File: src/sv/pfs_pkg.sv
// pfs_pkg: shared widths, codes and types for the page frame free stack
// no dependencies; used by pfs_range, page_frame_free_stack and pfs_checker

package pfs_pkg;

   // fixed field widths
   localparam int PAGE_W = 12;
   localparam int CNT_W  = 13;
   localparam int FUNC_W = 2;
   localparam int STAT_W = 2;
   localparam int CSR_IDX_W = 2;

   // largest page number space the page field can name
   localparam int PAGE_SPAN = 4096;

   // command codes
   localparam logic [FUNC_W-1:0] FUNC_BUILD = 2'd0;
   localparam logic [FUNC_W-1:0] FUNC_ALLOC = 2'd1;
   localparam logic [FUNC_W-1:0] FUNC_FREE  = 2'd2;

   // status codes
   localparam logic [STAT_W-1:0] STAT_OK     = 2'd0;
   localparam logic [STAT_W-1:0] STAT_NOMEM  = 2'd1;
   localparam logic [STAT_W-1:0] STAT_ABSENT = 2'd2;
   localparam logic [STAT_W-1:0] STAT_TWICE  = 2'd3;

   // register indexes
   localparam logic [CSR_IDX_W-1:0] REG_RAM_PAGES      = 2'd0;
   localparam logic [CSR_IDX_W-1:0] REG_KERNEL_PAGES   = 2'd1;
   localparam logic [CSR_IDX_W-1:0] REG_RESERVED_FIRST = 2'd2;
   localparam logic [CSR_IDX_W-1:0] REG_RESERVED_END   = 2'd3;

   // register reset values
   localparam logic [CNT_W-1:0] RST_RAM_PAGES      = 13'h1000;
   localparam logic [CNT_W-1:0] RST_KERNEL_PAGES   = 13'h0100;
   localparam logic [CNT_W-1:0] RST_RESERVED_FIRST = 13'h009F;
   localparam logic [CNT_W-1:0] RST_RESERVED_END   = 13'h0100;

   // configuration seen by the page range unit
   typedef struct packed {
      logic [CNT_W-1:0] kernel_pages;
      logic [CNT_W-1:0] reserved_first;
      logic [CNT_W-1:0] reserved_end;
      logic [CNT_W-1:0] page_limit;
   } cfg_type;

   // page range verdict
   typedef struct packed {
      logic mapped;   // page is 1 .. limit-1
      logic listed;   // page belongs on the stack after a build
   } range_type;

endpackage

File: src/sv/pfs_range.sv
// pfs_range: shared page range compare unit, used by the build sweep and by free
// depends on pfs_pkg

module pfs_range (
   input  logic [pfs_pkg::CNT_W-1:0] page,
   input  pfs_pkg::cfg_type          cfg,
   output pfs_pkg::range_type        verdict
);

   logic in_window;

   // page zero and pages at or beyond the limit are unmapped
   assign verdict.mapped = (page != '0) && (page < cfg.page_limit);

   // an empty or inverted window never matches
   assign in_window = (page >= cfg.reserved_first) && (page < cfg.reserved_end);

   assign verdict.listed = verdict.mapped && (page >= cfg.kernel_pages) && !in_window;

endmodule

File: config.mk
export PLATFORM = sky130hd
export DESIGN_NAME = pfs_range
export DESIGN_NICKNAME = d
export VERILOG_FILES = /design/src/sv/pfs_pkg.sv /design/src/sv/pfs_range.sv
export SDC_FILE = /design/constraint.sdc
export NUM_CORES = 1
export LEC_CHECK = 0
export BUFFER_PORTS_ARGS = -buffer_cell sky130_fd_sc_hd__buf_2
export CELL_PAD_IN_SITES_DETAIL_PLACEMENT = 1
export CELL_PAD_IN_SITES_GLOBAL_PLACEMENT = 1
export CORE_ASPECT_RATIO = 0.8
export CORE_MARGIN = 10
export CORE_UTILIZATION = 30
export DETAILED_ROUTE_END_ITERATION = 12
export PLACE_DENSITY = 0.8
export SETUP_SLACK_MARGIN = 0.2
export SLEW_MARGIN = 25
export SYNTH_ARGS = -nofsm -noshare
export SYNTH_HDL_FRONTEND = slang
export SYNTH_SLANG_ARGS = --single-unit
File: constraint.sdc
create_clock -name vclk -period 5.73
set_input_delay 1.146 -clock vclk [all_inputs]
set_output_delay 1.146 -clock vclk [all_outputs]
set_load 0.1 [all_outputs]
# Word-level counts from Yosys, hierarchy flattened
# Index checks and enable logic that the tools add are counted.
# Widths: inputs -> output; s select.
dict set report classes {
  n_reduce_logical 6
  n_lt_le_gt_ge 4
}
# cell count
set op_table {}
lappend op_table {{$ge 13x13->1} 2}
lappend op_table {{$lt 13x13->1} 2}
lappend op_table {{$reduce_bool 13->1} 1}
lappend op_table {{$logic_and 1x1->1} 4}
lappend op_table {{$logic_not 1->1} 1}
dict set report totals {
  ff_bits 0
  out_inout_bits 2
}

# Longest topological paths before layout
# Gate-level depths: netlist of run 1.
dict set report logic_depth {
  word_depth 4
  ltp_mapped 7
  ltp_nobuf 7
}

# Worst setup path after synthesis of run 1
# No wires, ideal clock.
dict set report synth_path {
  kind {input to output}
  start {in cfg[10] (netlist bit)}
  end {out verdict[0] (netlist bit)}
  arrival_time_ps 3732
  path_slack_ps 852
  path_buffers 0
  cell_stages 7
  path_cell_list {inv_1 ha_1 a211o_1 o211ai_1 o211a_1 o41a_1 o311a_1}
}
# element line
set synth_rtl {}
lappend synth_rtl {{start: declaration} pfs_range.sv:6} ;# input pfs_pkg::cfg_type cfg,
lappend synth_rtl {{end: declaration} pfs_range.sv:7} ;# output pfs_pkg::range_type verdict

==> results.md, run 1 <==
- The number of hold-slack violations in the final timing report is 0.
- The first-pass GRT wire length is 7.093 mm.
- The final number of setup-violating endpoints is 0.
- Once placement completed, the tool counted placed cells totaling 297.
- The die boundary width is 92.46 microns.
- Counting every net in the synthesized netlist gives 290.
- The average size of a mapped cell is 7.200 sq um.
- The Yosys step of the flow raised 0 warnings.
- The sequential cell count is 0.
- 0 antenna diodes ended up in the layout.
- The total leakage power is 1.078 nW.
- The number of library cell types mapped by synthesis is 29.
- The routed layout has 1456 vias.
- The chip height is 77.97 microns.
- The final routed DRC violation total is 0.
- The initial antenna violation count is 0.
- The required time of the critical path is 4.58 ns.
- The tightest slew margin relative to the limit is 67.39%.
- The routed via count divided by cell count is 4.902.
- Of all nets on the critical path, the largest fanout is 5.
- Across the run, the number of max-cap violations was 0.
- The flow ran to the end, and the final reports show no timing, DRC or antenna violations.
- The worst slack at placement is 1.480 ns.
- The summed instance area of the synthesized netlist is 1260 sq um.
- The library cells used most frequently in the layout, excluding fill and tap cells, are buf_2 (67), inv_1 (51), ha_1 (50), a21oi_1 (18).
- The floorplan step defined a die boundary enclosing 7208 sq um.
- Overall power consumption after layout is estimated at 0.1219 mW.
- The post-route netlist has 27.69% of its cells at a drive strength greater than 1.
- Row generation in the floorplan step produced 20 rows.
- STA classifies the critical path endpoint as an output pin.
- Across the VDD grid, the largest voltage drop is 24.10 uV.
- Leaving out fill and tap cells, the most frequent cell in the layout is buf_2.
- The number of cells produced by synthesis is 175.
- The data arrival time of the worst path is 3.10 ns.
- Summing all placed instances gives a cell area of 1664 sq um.
- The HPWL reported at the end of detailed placement is 4.013 mm.
- The total area of sequential cells is 0 sq um.
- The worst setup path category is in -> out.
- The quantity of hold-fixing buffers added after cts is 0.
- The post-CTS setup buffer count is 0.
- Clock buffers in the final layout number 0.
- The post-route clock period utilization is 74.14%.
- The critical path goes through buf_2, ha_1, a21oi_1, a21boi_0, o31a_1, o311ai_1, o311a_1, buf_2.
- The mean routed wirelength per cell is 14.16 microns.
- The effective utilization at floorplan is 32.07%.
- The count of input and output buffers is 67.
- In this run, the number of DRC markers left after iteration 0 of detailed routing was 39.
- The finished layout holds 297 standard cells, fillers aside.
- The most numerous cell type found on the critical path is buf_2.
- Summed over all layers, the routed wires come to 4.206 mm.
- Setup repair after global routing left no endpoint under its margin.
- The highest attainable clock frequency is 0.2354 GHz.
- In the final design database the tool counted 359 nets.
- After floorplanning, the core was sized to cover 3929 sq um.
- The count of final max-slew check failures is 0.
- The total I/O pin count is 67.
- The overall routing resource usage is 11.32%.
- STA classifies the critical path startpoint as an input port.
- The number of cells upsized or downsized after cts is 0.
- Before antenna repair, the detailed router went through 4 iterations.
- For this design the ratio of total power to cell area is 73.26 nW/um^2.
- The setup TNS after final layout is 0 ns.
- Once layout is done, the placed cells without fillers occupy 1664 sq um.
- The via count of the first global-routing pass is 1564.
- Among all stages on the critical path, the largest delay is contributed by buf_2.
- In this run the remaining antenna-violating nets after routing total 0.
- The minimum clock period is 4.248 ns.
- At the pin with the least slew margin, the transition time is 0.4926 ns.
- After layout, the worst setup slack is 1.482 ns.
- Entering global routing, the biggest net connects 6 pins.
- From synthesis to final layout, the design area changed by 32.08%.
- On the worst path, the slowest cell contributes a delay of 0.42 ns.
- At the end of routability-driven placement, the weighted congestion stood at 0.7844.
- The total grt overflow is 0.
- Summing the sequential cell areas from Yosys gives 0% of the chip area.
- The min-delay analysis places its worst path in the category in -> out.
==> final cells by class <==
cell class	count	area, sq um
fillers	538	2265
multi-input cells	124	1069
repair buffers	67	335.3
inverters	51	191.4
well taps	55	68.82
==> worst paths after layout <==
path,start,endpoint,slack [ns],cells past startpoint
worst min-delay path,page[0],verdict[1],3.15,6
worst max-delay path,page[3],verdict[0],1.48,8
==> Yosys cell counts, types with 2 or more instances <==
library cell | n | area (sq um)
a21oi_1 | 18 | 90.09
o21ai_0 | 4 | 20.02
nor3_1 | 3 | 15.01
nand2_1 | 7 | 26.28
inv_1 | 51 | 191.4
nand4_1 | 7 | 43.79
nand3_1 | 4 | 20.02
a21o_1 | 5 | 37.54
ha_1 | 50 | 625.6
nor4_1 | 3 | 18.77
o211ai_1 | 2 | 15.01
nor2_1 | 4 | 15.01
==> cells by family (layout without fill, tap and decap cells) <==
group / count (synthesis) / in the layout / share of synthesized area (%)
fa+ha+maj: 50 / 50 / 49.65
buf+inv: 51 / 118 / 15.19
compound gates: 41 / 41 / 21.15
simple gates: 33 / 33 / 14.00
==> power by group <==
group          total (mW)  switching (mW)  leakage, nW  internal, mW
clock network           0               0            0             0
registers               0               0            0             0
logic               0.122          0.0687         1.08        0.0532
==> critical path, delay by kind of cell <==
family / cells / cell delay [ns]
compound gates: 5 / 1.05
buf+inv: 2 / 0.56
fa+ha+maj: 1 / 0.34
==> metal layers <==
layer | up-vias | global-route usage, % | routed length [microns]
met2 | 47 | 19.79 | 1906
met4 | 0 | 0 | 0
met1 | 656 | 14.63 | 1893
met5 | - | 0 | 0
li1 | 753 | - | -
met3 | 0 | 2.500 | 405
==> through the flow <==
stage                     hold WS [ns]  utilization [%]
final                            3.152            42.36
after global routing             3.193            42.36
after CTS                        3.166            42.36
after detailed placement         3.155            42.36
after global placement           3.161            42.36
after floorplan                  2.997                -
(Power assumes the default switching activity.)
==> run 2: changes to the inputs <==
==> constraint.sdc (replaced) <==
create_clock -name vclk -period 4.2
set_input_delay 0.84 -clock vclk [all_inputs]
set_output_delay 0.84 -clock vclk [all_outputs]
set_load 0.1 [all_outputs]
==> results.md, run 2 (synthesized netlist as in run 1, its figures left out) <==
- The flow ran to the end, and the final reports show no timing, DRC or antenna violations.
- The maximum single-stage delay on the critical path is 0.42 ns (about the same).
- The via count of the first global-routing pass is 1583 (+1.2%).
- The row count is 20 (unchanged).
- The setup TNS after final layout is 0 ns (unchanged).
- The minimum clock period is 3.630 ns.
- The switching part of the total power was 56.14% (-0.25 points).
- For this run, the top clock speed supported by timing is 0.2755 GHz.
- The routed via count divided by cell count is 4.744 (-3.2%).
- The final routed DRC violation total is 0 (unchanged).
- The overall routing resource usage is 11.32% (unchanged).
- The clock network power share is 0% (unchanged).
- The quantity of hold-fixing buffers added after cts came to 0 (unchanged).
- The met3 demand-to-capacity share in global routing was 2.404% (-0.096 points).
- The number of maximum-capacitance violations was 0 (unchanged).
- The initial antenna violation count was 0 (unchanged).
- The worst slack at placement was 0.5733 ns (-0.9063 ns).
- The depth of the worst hold-timing path is 6 (unchanged).
- The detailed-routing iteration count for the pre-antenna-repair pass is 2 (-2).
- The total power per unit cell area is 99.98 nW/um^2 (+36%).
- The number of clock buffer instances in the layout is 0 (unchanged).
- The global-route track usage on met1 is 14.96% (+0.32 points).
- The signal on the critical path passes through buf_2, ha_1, a21oi_1, a21boi_0, o31a_1, o311ai_1, o311a_2, buf_2.
- The net count of the finished layout is 359 (unchanged).
- The post-route clock period utilization is 86.43%.
- The sequential cell count is 0 (unchanged).
- The met2 routing resource usage after global routing is 19.44% (-0.35 points).
- The mean routed wirelength per cell is 14.18 microns (+0.12%).
- The final number of setup-violating endpoints is 0 (unchanged).
- The final standard cell utilization of the core came to 42.39% (about the same).
- The placeable core region came to 3929 sq um (unchanged).
- The final antenna-violating net count is 0 (unchanged).
- The pin count of the biggest net entering global routing is 6 (unchanged).
- The number of hold-slack violations in the final timing report is 0 (unchanged).
- The portion of total power attributed to sequential cells is 0% (unchanged).
- The slowest stage of the critical path belongs to the cell buf_2.
- The net switching power was 0.09347 mW (+36%).
- The count of input and output buffers is 67 (unchanged).
- The number of cells upsized or downsized after cts is 0 (unchanged).
- met2 is the most crowded layer.
- The area growth from synthesis to layout is 32.18% (about the same).
- The data arrival time of the worst path was 2.79 ns (-0.31 ns).
- The total I/O pin count is 67 (unchanged).
- The path type of the worst min-delay path is in -> out.
- The first-pass GRT wire length came to 7.100 mm (about the same).
- The chip height is 77.97 microns (unchanged).
- The antenna diode instance count is 0 (unchanged).
- Leaving out fill and tap cells, the most frequent cells in the layout are buf_2 (67), inv_1 (51), ha_1 (50), a21oi_1 (18).
- The die boundary width is 92.46 microns (unchanged).
- The total area of sequential cells is 0 sq um (unchanged).
- The capturing element type of the critical path is an output pin.
- The effective utilization at floorplan is 32.07% (unchanged).
- Among the stages of the critical path, the cell type that occurs most often is buf_2.
- The count of final max-slew check failures was 0 (unchanged).
- The share of power burned in combinational logic is 100.0% (about the same).
- The HPWL reported at the end of detailed placement is 3.961 mm (-1.3%).
- The biggest fanout along the worst timing path is 5 (unchanged).
- The final estimated routing congestion in global placement came to 0.7503 (-4.3%).
- The transition time of the tightest slew-check pin is 0.4914 ns (-0.001198 ns).
- The post-CTS setup buffer count came to 0 (unchanged).
- The internal power component is 0.07302 mW (+37%).
- The worst setup slack after layout is 0.5701 ns (-0.9117 ns).
- Setup repair after global routing left no endpoint under its margin.
- The fraction of final layout cells sized beyond drive strength 1 was 28.10% (+0.41 points).
- The via count is 1409 (-3.2%).
- The peak supply drop is 41.24 uV (+71%).
- The wire length after detailed routing is 4.211 mm (+0.12%).
- The type of element launching the critical path is an input port.
- The commonest non-fill, non-tap cell in the layout is buf_2.
- The total grt overflow is 0 (unchanged).
- The total die area was 7208 sq um (unchanged).
- The first-iteration detailed-routing DRC count is 16 (-59%).
- The number of fill cells in the layout is 529 (-1.7%).
- The worst setup path is of the in -> out kind.
- The required time of the critical path is 3.36 ns (-1.22 ns).
- The total area of multi-input combinational cells was 1070 sq um (+0.12%).
- The total leakage power is 1.077 nW (about the same).
- The tightest slew margin relative to the limit is 67.47% (+0.079 points).
==> run 2: final timing paths <==
| check | startpoint | end | slack [ns] |
|---|---|---|---|
| worst max-delay path | page[3] | verdict[0] | 0.57 |
| worst min-delay path | page[0] | verdict[1] | 2.51 |
==> run 2: worst max-delay path, delay by kind of cell <==
| kind | cells | cell delay [ns] |
|---|---|---|
| buffers and inverters | 2 | 0.57 |
| adders and majority gates | 1 | 0.33 |
| AOI/OAI and AO/OA | 5 | 1.05 |
==> run 2: cell type report <==
type	instances	area share [%]
multi-input combinational	124	64.24
inverter	51	11.50
tap	55	4.132
timing repair buffer	67	20.14
==> run 2: power groups by stage <==
stage               sequential [mW]  combinational (mW)  clock (mW)
floorplan                         0               0.102           0
global placement                  0               0.162           0
detailed placement                0               0.169           0
CTS                               0               0.170           0
global route                      0               0.192           0
finish                            0               0.166           0
==> run 2: routing by layer <==
layer	share of wire (%)	wire length [microns]
met4	0	0
met5	0	0
met2	45	1886
met3	7.8	330
met1	47	1994
==> run 2: per-stage QoR <==
stage	std cells	hold WS, ns	area, sq um	total power [mW]
floorplan	175	2.277	1261	0.1025
global placement	297	2.523	1665	0.1620
detailed placement	297	2.515	1665	0.1689
CTS	297	2.525	1665	0.1696
global route	297	2.593	1665	0.1920
finish	297	2.510	1665	0.1665
==> run 3: changes to the inputs <==
--- a/config.mk
+++ b/config.mk
@@ -9,7 +9,7 @@
 export CELL_PAD_IN_SITES_DETAIL_PLACEMENT = 1
 export CELL_PAD_IN_SITES_GLOBAL_PLACEMENT = 1
 export CORE_ASPECT_RATIO = 0.8
-export CORE_MARGIN = 10
+export CORE_MARGIN = 2
 export CORE_UTILIZATION = 30
 export DETAILED_ROUTE_END_ITERATION = 12
 export PLACE_DENSITY = 0.8
==> results.md, run 3 (synthesized netlist as in run 1, its figures left out) <==
- The run finished with clean final reports.
- The biggest fanout along the worst timing path is 5 (unchanged).
- The die boundary width is 76.46 microns (-17%).
- The count of final max-slew check failures is 0 (unchanged).
- The final design instance area without fill is 1668 sq um (+0.15%).
- The first-iteration detailed-routing DRC count is 6 (-10).
- The number of cells upsized or downsized after cts is 0 (unchanged).
- The chip height is 61.97 microns (-21%).
- The number of maximum-capacitance violations was 0 (unchanged).
- The tightest slew margin relative to the limit was 67.98% (+0.52 points).
- The final number of setup-violating endpoints came to 0 (unchanged).
- The transition time of the tightest slew-check pin is 0.4836 ns (-0.007803 ns).
- The routed via count divided by cell count is 4.763 (+0.39%).
- The total leakage power is 1.077 nW (unchanged).
- The worst slack at placement is 0.5346 ns (-0.03864 ns).
- The total area of sequential cells is 0 sq um (unchanged).
- The depth of the worst hold-timing path is 7 (+1).
- The detailed-routing iteration count for the pre-antenna-repair pass came to 4 (+2).
- In this run the worst hold path is classified as in -> out.
- The antenna diode instance count is 0 (unchanged).
- The share of power burned in combinational logic is 100.0% (about the same).
- The required time of the critical path is 3.36 ns (about the same).
- The data arrival time of the worst path is 2.84 ns (+0.05 ns).
- The portion of total power attributed to sequential cells is 0% (unchanged).
- The power after layout came to 0.1672 mW (+0.42%).
- The net count of the finished layout came to 359 (unchanged).
- The net switching power is 0.09423 mW (+0.81%).
- The post-CTS setup buffer count is 0 (unchanged).
- Setup repair after global routing left no endpoint under its margin.
- The number of hold-slack violations in the final timing report is 0 (unchanged).
- The peak supply drop is 78.65 uV (+91%).
- Relative to the synthesized area, the layout overhead comes to 32.37%.
- The type of element launching the critical path is an input port.
- The sequential cell count was 0 (unchanged).
- The placeable core region is 4099 sq um (+4.3%).
- The total instance count after detailed placement came to 299 (+0.67%).
- The total power per unit cell area is 100.2 nW/um^2 (+0.27%).
- The first-pass GRT wire length is 6.272 mm (-12%).
- The total die area came to 4738 sq um (-34%).
- The overall routing resource usage was 16.14% (+4.8 points).
- The via count was 1424 (+1.1%).
- The count of input and output buffers is 67 (unchanged).
- The highest attainable clock frequency is 0.2714 GHz (-1.5%).
- The HPWL reported at the end of detailed placement is 3.507 mm (-11%).
- The total I/O pin count is 67 (unchanged).
- The worst setup slack after layout is 0.5151 ns (-0.05500 ns).
- The number of clock buffer instances in the layout came to 0 (unchanged).
- The worst hold slack was 2.579 ns (+0.06911 ns).
- The final estimated routing congestion in global placement is 0.7268 (-3.1%).
- The total cell area at the placement stage is 1668 sq um (+0.15%).
- The worst hold path begins at cfg[12].
- For hold timing, the worst endpoint is verdict[1].
- The pin count of the biggest net entering global routing is 6 (unchanged).
- The final antenna-violating net count came to 0 (unchanged).
- The wire length after detailed routing is 3.716 mm (-12%).
- The clock network power share came to 0% (unchanged).
- The commonest non-fill, non-tap cell in the layout is buf_2.
- The final routed DRC violation total is 0 (unchanged).
- The final standard cell utilization of the core is 40.69% (-1.7 points).
- The non-filler instance count after layout is 299 (+0.67%).
- The worst setup path is captured at an output pin.
- The switching part of the total power was 56.36% (+0.22 points).
- The row count came to 21 (+5.0%).
- The mean routed wirelength per cell is 12.43 microns (-12%).
- The effective utilization at floorplan is 30.74% (-1.3 points).
- The setup TNS after final layout is 0 ns (unchanged).
- The fraction of final layout cells sized beyond drive strength 1 is 28.10% (unchanged).
- The minimum clock period came to 3.685 ns (+0.05500 ns).
- The post-route clock period utilization was 87.74% (+1.3 points).
- The critical path is of the in -> out type.
- The total grt overflow is 0 (unchanged).
- The initial antenna violation count is 0 (unchanged).
- The via count of the first global-routing pass was 1454 (-8.1%).
- Leaving out fill and tap cells, the most frequent cells in the layout are buf_2 (67), inv_1 (51), ha_1 (50), a21oi_1 (18).
- The internal power component is 0.07296 mW (about the same).
- The quantity of hold-fixing buffers added after cts is 0 (unchanged).
run 3: cell counts in the layout (fill, tap and decap cells not counted):
Identical to the previous run, type by type.
run 3: how the worst max path moves through the flow:
stage / endpoint / slack, ns / cells past startpoint / startpoint
after detailed placement: verdict[0] / 0.53 / 8 / page[3]
after floorplan: verdict[0] / 0.20 / 7 / cfg[10]
final: verdict[0] / 0.52 / 8 / page[3]
after global placement: verdict[0] / 0.55 / 8 / page[3]
after CTS: verdict[0] / 0.52 / 8 / page[3]
after global routing: verdict[0] / 0.38 / 8 / page[3]
run 3: layout make-up:
| type | count | area, sq um |
|---|---|---|
| repair buffers | 67 | 335.3 |
| well taps | 57 | 71.32 |
| fillers | 575 | 2431 |
| inverters | 51 | 191.4 |
| multi-input cells | 124 | 1070 |
run 3: routing by layer:
metal  wire (microns)  vias up  GRT usage, %
met4                0        0             0
met5                0        -             0
li1                 -      753             -
met3              184        0         1.445
met2             1743       41         31.35
met1             1788      630         21.29
run 3: power groups by stage:
stage	Sequential [mW]	Combinational [mW]	Clock [mW]
global placement	0	0.162	0
global route	0	0.193	0
CTS	0	0.170	0
finish	0	0.167	0
detailed placement	0	0.170	0
floorplan	0	0.102	0
run 3: critical path, stage by stage:
cell,delay [ns]
buf_2,0.15
ha_1,0.34
a21oi_1,0.13
a21boi_0,0.09
o31a_1,0.28
o311ai_1,0.35
o311a_2,0.25
buf_2,0.42
